<file path="config.mk">
export PLATFORM = sky130hd
export DESIGN_NAME = literal_line_matcher_top
export DESIGN_NICKNAME = d
export VERILOG_FILES = /design/src/sv/llm_pkg.sv /design/src/sv/literal_line_matcher_top.sv
export SDC_FILE = /design/constraint.sdc
export NUM_CORES = 2
export LEC_CHECK = 0
export BUFFER_PORTS_ARGS = -buffer_cell sky130_fd_sc_hd__buf_2
export CELL_PAD_IN_SITES_DETAIL_PLACEMENT = 1
export CELL_PAD_IN_SITES_GLOBAL_PLACEMENT = 1
export CORE_ASPECT_RATIO = 0.5
export CORE_UTILIZATION = 50
export CTS_CLUSTER_DIAMETER = 60
export DETAILED_ROUTE_END_ITERATION = 12
export HOLD_SLACK_MARGIN = 0.1
export PLACE_DENSITY = 0.95
export SYNTH_ARGS = -nofsm -noshare
export SYNTH_HDL_FRONTEND = slang
export SYNTH_SLANG_ARGS = --single-unit
</file>
<file path="constraint.sdc">
create_clock -name clk -period 10.4 [get_ports clk]
set_input_delay 0.52 -clock clk [delete_from_list [all_inputs] [get_ports clk]]
set_output_delay 0.52 -clock clk [all_outputs]
set_load 0.005 [all_outputs]
</file>
<file path="src/sv/llm_pkg.sv">
// ----------------------------------------------------------------------------
// llm_pkg
// Shared constants, register map and byte helpers for the literal line matcher.
// ----------------------------------------------------------------------------
`timescale 1ns / 1ps

package llm_pkg;

  localparam int PATTERN_MAX   = 16;
  localparam int POSITION_BITS = 16;
  localparam int WIN           = PATTERN_MAX + 1;
  localparam int LEN_W         = $clog2(PATTERN_MAX + 1);
  localparam int WIN_IDX_W     = $clog2(WIN);

  localparam logic [POSITION_BITS-1:0] POS_MAX = {POSITION_BITS{1'b1}};

  localparam int CFG_DATA_W = 64;
  localparam int CFG_ADDR_W = 6;
  localparam int CFG_IDX_W  = 3;

  localparam int IN_DATA_W  = 8;
  localparam int OUT_FLD_W  = 1 + POSITION_BITS + LEN_W + 1;
  localparam int OUT_DATA_W = ((OUT_FLD_W + 7) / 8) * 8;

  localparam logic [7:0] CH_LA = 8'h61;  // 'a'
  localparam logic [7:0] CH_LZ = 8'h7A;  // 'z'
  localparam logic [7:0] CH_UA = 8'h41;  // 'A'
  localparam logic [7:0] CH_UZ = 8'h5A;  // 'Z'
  localparam logic [7:0] CH_D0 = 8'h30;  // '0'
  localparam logic [7:0] CH_D9 = 8'h39;  // '9'
  localparam logic [7:0] CH_US = 8'h5F;  // '_'
  localparam logic [7:0] CASE_OFS = 8'h20;

  typedef enum logic [CFG_IDX_W-1:0] {
    REG_PATTERN_LOW    = 3'd0,
    REG_PATTERN_HIGH   = 3'd1,
    REG_PATTERN_LENGTH = 3'd2,
    REG_CASE_SENSITIVE = 3'd3,
    REG_MATCH_SCOPE    = 3'd4
  } cfg_reg_t;

  typedef enum logic [1:0] {
    SCOPE_ANY  = 2'd0,
    SCOPE_WORD = 2'd1,
    SCOPE_LINE = 2'd2,
    SCOPE_RSVD = 2'd3
  } scope_t;

  function automatic logic [7:0] fold_byte(input logic [7:0] c, input logic exact);
    if (!exact && c >= CH_UA && c <= CH_UZ) begin
      return c + CASE_OFS;
    end
    return c;
  endfunction

  function automatic logic is_word(input logic [7:0] c);
    return (c >= CH_LA && c <= CH_LZ) || (c >= CH_UA && c <= CH_UZ) ||
           (c >= CH_D0 && c <= CH_D9) || (c == CH_US);
  endfunction

endpackage

</file>
<file path="src/sv/literal_line_matcher_top.sv">
// ----------------------------------------------------------------------------
// literal_line_matcher_top
// Leftmost fixed-string search over text lines, one byte per transaction.
// ----------------------------------------------------------------------------
// Feed one byte of a line per transaction on the in_ stream, with in_tlast on
// the last byte. The block accepts a byte in every cycle while the out_ stream
// keeps up: the pattern compare over the sliding window is a fixed parallel
// compare that sits between the line-state registers and the result register.
// One result transaction leaves on the out_ stream for every line; the result
// of its last byte is registered in the output register or its skid stage. A
// two-deep output register keeps the input stream moving while one result
// waits, and the input stalls only while both output stages hold a result.
// Program the pattern and modes through the cfg_ port between lines; a change
// takes effect from the next byte.
`timescale 1ns / 1ps

module literal_line_matcher_top
  import llm_pkg::*;
(
  input  logic                  clk,
  input  logic                  rst_n,

  input  logic                  in_tvalid,
  output logic                  in_tready,
  input  logic [IN_DATA_W-1:0]  in_tdata,   // [7:0] char_byte
  input  logic                  in_tlast,   // end_of_line

  output logic                  out_tvalid,
  input  logic                  out_tready,
  output logic [OUT_DATA_W-1:0] out_tdata,  // [0] found, [16:1] match_start,
                                            // [21:17] match_length,
                                            // [22] line_overflow, rest zero

  input  logic                  cfg_psel,
  input  logic                  cfg_penable,
  input  logic                  cfg_pwrite,
  input  logic [CFG_ADDR_W-1:0] cfg_paddr,
  input  logic [CFG_DATA_W-1:0] cfg_pwdata,
  output logic [CFG_DATA_W-1:0] cfg_prdata,
  output logic                  cfg_pready
);

  logic [63:0]      pat_low_r, pat_high_r;
  logic [LEN_W-1:0] pat_len_r;
  logic             case_sens_r;
  logic [1:0]       scope_r;

  logic [7:0]               recent_r [PATTERN_MAX];
  logic [POSITION_BITS-1:0] seen_r, seen_nxt;
  logic                     hit_r, hit_nxt;
  logic [POSITION_BITS-1:0] hit_start_r, hit_start_nxt;
  logic                     cand_r, cand_nxt;
  logic [POSITION_BITS-1:0] cand_start_r, cand_start_nxt;
  logic                     ovf_r, ovf_nxt;

  logic                  out_valid_r, out_valid_nxt;
  logic [OUT_DATA_W-1:0] out_data_r, out_data_nxt;
  logic                  skid_valid_r, skid_valid_nxt;
  logic [OUT_DATA_W-1:0] skid_data_r, skid_data_nxt;

  logic                  in_acc;
  logic                  cfg_wr;
  cfg_reg_t              cfg_idx;
  logic [7:0]            b;
  logic [127:0]          pat_all;
  logic [7:0]            win [WIN];
  logic [7:0]            fwin [PATTERN_MAX];
  logic [7:0]            fpat [PATTERN_MAX];
  logic [PATTERN_MAX:0]  lmatch;
  logic [LEN_W-1:0]      len;
  logic [POSITION_BITS-1:0] pos;
  logic [POSITION_BITS:0]   pos_p1;
  logic                  sat;
  logic                  det;
  logic [POSITION_BITS-1:0] start;
  logic                  before_ok;
  logic                  found;
  logic [POSITION_BITS-1:0] fstart;
  logic [LEN_W-1:0]      flen;
  logic [OUT_DATA_W-1:0] res_data;
  logic                  res_valid;

  // --------------------------------------------------------------------------
  // Configuration
  // --------------------------------------------------------------------------
  assign cfg_pready = 1'b1;
  assign cfg_wr     = cfg_psel && cfg_penable && cfg_pwrite && cfg_pready;
  assign cfg_idx    = cfg_reg_t'(cfg_paddr[CFG_ADDR_W-1:CFG_ADDR_W-CFG_IDX_W]);

  always_ff @(posedge clk) begin
    if (!rst_n) begin
      pat_low_r   <= '0;
      pat_high_r  <= '0;
      pat_len_r   <= LEN_W'(1);
      case_sens_r <= 1'b1;
      scope_r     <= SCOPE_ANY;
    end else if (cfg_wr) begin
      unique case (cfg_idx)
        REG_PATTERN_LOW:    pat_low_r   <= cfg_pwdata;
        REG_PATTERN_HIGH:   pat_high_r  <= cfg_pwdata;
        REG_PATTERN_LENGTH: pat_len_r   <= cfg_pwdata[LEN_W-1:0];
        REG_CASE_SENSITIVE: case_sens_r <= cfg_pwdata[0];
        REG_MATCH_SCOPE:    scope_r     <= cfg_pwdata[1:0];
        default: ;
      endcase
    end
  end

  always_comb begin
    unique case (cfg_idx)
      REG_PATTERN_LOW:    cfg_prdata = pat_low_r;
      REG_PATTERN_HIGH:   cfg_prdata = pat_high_r;
      REG_PATTERN_LENGTH: cfg_prdata = CFG_DATA_W'(pat_len_r);
      REG_CASE_SENSITIVE: cfg_prdata = CFG_DATA_W'(case_sens_r);
      REG_MATCH_SCOPE:    cfg_prdata = CFG_DATA_W'(scope_r);
      default:            cfg_prdata = '0;
    endcase
  end

  // --------------------------------------------------------------------------
  // Window compare
  // --------------------------------------------------------------------------
  assign in_tready = !skid_valid_r;
  assign in_acc    = in_tvalid && in_tready;
  assign b         = in_tdata[7:0];
  assign pat_all   = {pat_high_r, pat_low_r};
  assign len       = (pat_len_r > LEN_W'(PATTERN_MAX)) ? LEN_W'(PATTERN_MAX) : pat_len_r;

  always_comb begin
    win[0] = b;
    for (int k = 1; k < WIN; k++) begin
      win[k] = recent_r[k-1];
    end
    for (int k = 0; k < PATTERN_MAX; k++) begin
      fwin[k] = fold_byte(win[k], case_sens_r);
      fpat[k] = fold_byte(pat_all[8*k +: 8], case_sens_r);
    end
  end

  always_comb begin
    lmatch[0] = 1'b0;
    for (int l = 1; l <= PATTERN_MAX; l++) begin
      lmatch[l] = 1'b1;
      for (int i = 0; i < l; i++) begin
        if (fwin[l-1-i] != fpat[i]) begin
          lmatch[l] = 1'b0;
        end
      end
    end
  end

  // --------------------------------------------------------------------------
  // Line state and result
  // --------------------------------------------------------------------------
  always_comb begin
    sat      = (seen_r == POS_MAX);
    pos      = sat ? POS_MAX : seen_r;
    seen_nxt = sat ? seen_r : seen_r + POSITION_BITS'(1);
    ovf_nxt  = ovf_r || sat;
    pos_p1   = {1'b0, pos} + (POSITION_BITS+1)'(1);

    det   = (len != '0) && (pos_p1 >= (POSITION_BITS+1)'(len)) && lmatch[len];
    start = sat ? POS_MAX : POSITION_BITS'(pos_p1 - (POSITION_BITS+1)'(len));
    before_ok = ((start == '0) && !sat) || !is_word(win[WIN_IDX_W'(len)]);

    hit_nxt        = hit_r;
    hit_start_nxt  = hit_start_r;
    cand_nxt       = cand_r;
    cand_start_nxt = cand_start_r;

    unique case (scope_t'(scope_r))
      SCOPE_WORD: begin
        if (cand_r && !hit_r && !is_word(b)) begin
          hit_nxt       = 1'b1;
          hit_start_nxt = cand_start_r;
        end
        cand_nxt = 1'b0;
        if (det && !hit_nxt && before_ok) begin
          cand_nxt       = 1'b1;
          cand_start_nxt = start;
        end
      end
      SCOPE_LINE: ;
      SCOPE_ANY, SCOPE_RSVD: begin
        if (det && !hit_r) begin
          hit_nxt       = 1'b1;
          hit_start_nxt = start;
        end
      end
      default: ;
    endcase

    found  = 1'b0;
    fstart = '0;
    if (scope_t'(scope_r) == SCOPE_LINE) begin
      found = !ovf_nxt && (pos_p1 == (POSITION_BITS+1)'(len)) && det;
    end else begin
      found  = hit_nxt || ((scope_t'(scope_r) == SCOPE_WORD) && cand_nxt);
      fstart = hit_nxt ? hit_start_nxt : (found ? cand_start_nxt : '0);
    end
    flen = found ? len : '0;

    res_data  = OUT_DATA_W'({ovf_nxt, flen, fstart, found});
    res_valid = in_acc && in_tlast;

    if (res_valid) begin
      seen_nxt = '0;
      hit_nxt  = 1'b0;
      hit_start_nxt = '0;
      cand_nxt = 1'b0;
      cand_start_nxt = '0;
      ovf_nxt  = 1'b0;
    end
  end

  always_ff @(posedge clk) begin
    if (!rst_n) begin
      seen_r       <= '0;
      hit_r        <= 1'b0;
      hit_start_r  <= '0;
      cand_r       <= 1'b0;
      cand_start_r <= '0;
      ovf_r        <= 1'b0;
    end else if (in_acc) begin
      seen_r       <= seen_nxt;
      hit_r        <= hit_nxt;
      hit_start_r  <= hit_start_nxt;
      cand_r       <= cand_nxt;
      cand_start_r <= cand_start_nxt;
      ovf_r        <= ovf_nxt;
    end
  end

  always_ff @(posedge clk) begin
    if (in_acc) begin
      for (int k = 0; k < PATTERN_MAX; k++) begin
        recent_r[k] <= win[k];
      end
    end
  end

  // --------------------------------------------------------------------------
  // Output register with skid stage
  // --------------------------------------------------------------------------
  always_comb begin
    out_valid_nxt  = out_valid_r;
    out_data_nxt   = out_data_r;
    skid_valid_nxt = skid_valid_r;
    skid_data_nxt  = skid_data_r;
    if (skid_valid_r) begin
      if (out_tready) begin
        out_data_nxt   = skid_data_r;
        skid_valid_nxt = 1'b0;
      end
    end else if (!out_valid_r || out_tready) begin
      out_valid_nxt = res_valid;
      out_data_nxt  = res_data;
    end else if (res_valid) begin
      skid_valid_nxt = 1'b1;
      skid_data_nxt  = res_data;
    end
  end

  always_ff @(posedge clk) begin
    if (!rst_n) begin
      out_valid_r  <= 1'b0;
      skid_valid_r <= 1'b0;
    end else begin
      out_valid_r  <= out_valid_nxt;
      skid_valid_r <= skid_valid_nxt;
    end
  end

  always_ff @(posedge clk) begin
    out_data_r  <= out_data_nxt;
    skid_data_r <= skid_data_nxt;
  end

  assign out_tvalid = out_valid_r;
  assign out_tdata  = out_data_r;

  // --------------------------------------------------------------------------
  // Assertions
  // --------------------------------------------------------------------------
  a_skid_behind_out: assert property (@(posedge clk) disable iff (!rst_n)
    skid_valid_r |-> out_valid_r)
    else $error("skid stage holds a result while output register is empty");

  a_len_tracks_found: assert property (@(posedge clk) disable iff (!rst_n)
    out_valid_r |-> (out_data_r[0] == (out_data_r[POSITION_BITS+LEN_W:POSITION_BITS+1] != '0)))
    else $error("match length disagrees with found");

  a_ovf_saturated: assert property (@(posedge clk) disable iff (!rst_n)
    ovf_r |-> (seen_r == POS_MAX))
    else $error("overflow set without saturated position");

  a_line_cleared: assert property (@(posedge clk) disable iff (!rst_n)
    (in_acc && in_tlast) |=> (seen_r == '0 && !hit_r && !cand_r && !ovf_r))
    else $error("line state not cleared after end of line");

endmodule
</file>
==> results.md <==
* Worst hold path type: in2reg
* Post-layout min period at 7.449 ns
* Switching part of the total power at 32.15%
* Fin. max-slew vios at 2
* Core ar. at 65160 sq um
* Vias per std cell at 7.258
* Routed len/inst at 36.23 um
* Hpwl dp at 116500 um
* Area share of the largest cell type after synthesis at 15.80%
* CTS Buffer Depth at 3
* Setup tns final at 0 ns
* Seq pwr share at 41.0%
* Outcome: complete, but fails checks
* CP Class: reg2reg
* Number of global-route vias before repair at 34449
* RSZ-0062 raised after global routing: no
* Post-CTS sizing at 0
* Die area at 67220 sq um
* Share of layout cells above drive strength 1 at 13.64%
* CTS H-tree lvls at 2
* Crit path max fanout at 24
* Slew @ Worst Pin at 1.580 ns
* Initial DRC Count at 5743
* WL final at 173400 um
* Largest net degree at the start of global routing at 105
* Top cell types by occurrence after synthesis: xor2_1, xnor2_1, nand2_1
* Hold Slack at 0.1800 ns
* Comb pwr share at 18.1%
* Slew headroom at -6.294%
* Reg-to-Reg Start: pat_low_r[33]$_SDFFE_PN0P_
* Worst hold path depth at 3
* Worst Hold Launch: cfg_pwdata[62]
* Async SR Flop Fraction at 0%
* Die height at 183.8 um
* Clock network fraction of total power at 40.9%
* Synthesized area per cell at 8.465 sq um
* Pint at 2.682 mW
* CTS tree: done
* Antenna viol nets, final at 0
* Cell count of the worst reg-to-reg path at 14
* Die Width at 365.7 um
* Critical Path Sink Type: register
* CTS Buf Count at 41
* Detailed-route via count at 34742
* Synth Cell Area at 33060 sq um
* DRT Pass-1 Iters at 6
* First-pass GRT wire length at 242900 um
* Max incr delay on CP at 1.37 ns
* Leak at 13.09 nW
* Worst Path Required at 10.84 ns
* Yosys warns at 0
* IO buf count at 171
* Layout Skew at 0.03760 ns
* # setup viols final at 0
* Crit path max-delay cell type: nor4_1
* Area leader, netlist: edfxtp_1
* RR Endpoint: skid_data_r[5]$_DFFE_PP_
* IO Pins at 177
* Endpoints failing hold at 0
* Root Driver: clkbuf_16
* Fin crit share at 71.62%
* R2R setup slack at 2.95 ns
* Number of synthesized flops with an enable pin at 174
* Worst setup SP type: register
* Net Count, Synth at 4036
* Synth Instances at 3906
* Crit path cell chain: buf_4, xnor2_1, nand4_1, nor4_1, nand3_1, nor4_2, nand4_1, o31ai_1, o22ai_1, o21ai_2, o21ai_2, or3_1, or3_1, o2bb2ai_1
* WP data arrival at 7.88 ns
* Later-pin clock latency in the skew report at 0.61 ns
* MaxCap Viol Count at 2
* GRT Util Overall at 50.24%
* Cell variety after synth at 101
* Worst Hold Path EP: pat_low_r[62]$_SDFFE_PN0P_
* Initial antenna violation count at 8
* Cell with the most instances after synthesis: xor2_1
* Ys flop type: dfxtp_1
* Max frequency at 134.3 MHz
* Net Sw Power at 1.271 mW
* Initial core utilization at 50.75%
* Row cnt at 66
* GRT overflow at 0
* Synth Register Bits at 363
* GP Congestion at 1.045
* Synth-to-layout area growth at 9.388%
* Hold_buf cts at 0
* Failing checks: capacitance limit, slew limit
* Worst-path clk slew at 0.07 ns
* Drc violations at 0
* Nets@finish at 3993
* # Post-CTS Setup Buffers at 0
* PwrDens at 109.3 nW/um^2
* Worst VDD drop at 0.1244 mV
* Clk sink count at 363
* Seq/Total Area, Yosys at 27.25%
* Synth top area cells: edfxtp_1, xor2_1, xnor2_1
## routing by layer
layer,share of wire (%),up-vias,GRT usage [%]
met5,0.017,-,0
li1,-,13614,-
met2,40,3038,73.00
met1,37,17072,61.45
met4,7.2,4,29.41
met3,16,1014,21.89
## registers in the layout (all words and copies together), names as in the netlist
signal	count
cand_r	1
cand_start_r	16
case_sens_r	1
hit_r	1
hit_start_r	16
out_tdata	23
out_tvalid	1
ovf_r	1
pat_high_r	64
pat_len_r	5
pat_low_r	64
recent_r	128
scope_r	2
seen_r	16
skid_data_r	23
skid_valid_r	1
## final cells by class
cell class / count / area (sq um)
diodes: 9 / 22.52
inverters: 134 / 505.5
clock buffers: 49 / 1107
well taps: 884 / 1106
flip-flops and latches: 363 / 9017
repair buffers: 322 / 1989
clock inverters: 25 / 315.3
multi-input cells: 3001 / 22110
fillers: 7587 / 28990
## critical path: cells and delay by family, from the launching register on
family | cells | cell delay, ns
AND/OR/NAND/NOR | 7 | 4.60
flip-flops | 1 | 0.75
AO/OA/AOI/OAI | 5 | 1.34
buffers and inverters | 1 | 0.41
XOR/XNOR | 1 | 0.16
## metrics by stage
step | util [%] | power [mW] | instances | setup WS, ns | cell area (sq um)
floorplan | - | 2.053 | 3906 | 4.654 | 33060
global placement | 53.28 | 2.283 | 4703 | 3.667 | 34720
detailed placement | 53.28 | 2.313 | 4703 | 3.393 | 34720
CTS | 55.47 | 3.900 | 4777 | 3.332 | 36140
global route | 55.48 | 4.012 | 4778 | 2.834 | 36150
finish | 55.51 | 3.953 | 4787 | 2.951 | 36170
## worst max-delay path by stage
stage,startpoint,endpoint
global route,seen_r[0]$_SDFFE_PN0P_,out_tdata[3]$_DFFE_PP_
detailed placement,seen_r[7]$_SDFFE_PN0P_,skid_data_r[14]$_DFFE_PP_
finish,pat_low_r[33]$_SDFFE_PN0P_,skid_data_r[5]$_DFFE_PP_
CTS,seen_r[0]$_SDFFE_PN0P_,skid_data_r[14]$_DFFE_PP_
global placement,seen_r[0]$_SDFFE_PN0P_,skid_data_r[4]$_DFFE_PP_
floorplan,seen_r[0]$_SDFFE_PN0P_,skid_data_r[6]$_DFFE_PP_
## cell families (layout without fill, tap and decap cells)
group / count (synthesis) / count (layout) / share of synthesized area, %
AO/OA/AOI/OAI: 661 / 661 / 15.89
XOR/XNOR: 1070 / 1070 / 28.44
adder cells (fa/ha/maj): 44 / 44 / 1.688
buffers and inverters: 542 / 530 / 6.668
flip-flops: 363 / 363 / 27.25
multiplexers: 69 / 69 / 2.388
other: 2 / 11 / 0.02271
AND/OR/NAND/NOR: 1155 / 1155 / 17.66
## layout by cell type (no fill, tap or decap), types with 23 or more instances in the layout
cell type,netlist,routed
nand2b_1,23,23
o21ai_0,37,36
nand2_1,398,396
a21boi_0,131,131
xnor2_1,507,507
nor2b_1,30,29
nor2_1,116,116
o2bb2ai_1,26,26
dfxtp_1,189,182
buf_4,6,151
a22o_1,67,67
a21oi_1,61,61
clkbuf_16,0,42
nor4_1,187,186
nand4_1,144,144
a21o_1,34,34
xor2_1,561,561
mux2i_1,53,53
buf_2,102,170
ha_1,43,43
nand3_1,83,83
nor3_1,92,91
inv_1,131,131
a31o_2,40,40
edfxtp_1,174,174
## power by group through the flow
| stage | combinational (mW) | clock (mW) | sequential [mW] |
|---|---|---|---|
| final | 0.714 | 1.62 | 1.62 |
| after global routing | 0.729 | 1.66 | 1.62 |
| after CTS | 0.677 | 1.61 | 1.61 |
| after detailed placement | 0.669 | 0 | 1.64 |
| after global placement | 0.642 | 0 | 1.64 |
| after floorplan | 0.457 | 0 | 1.60 |
No activity file was read; power rests on OpenSTA's default activity.
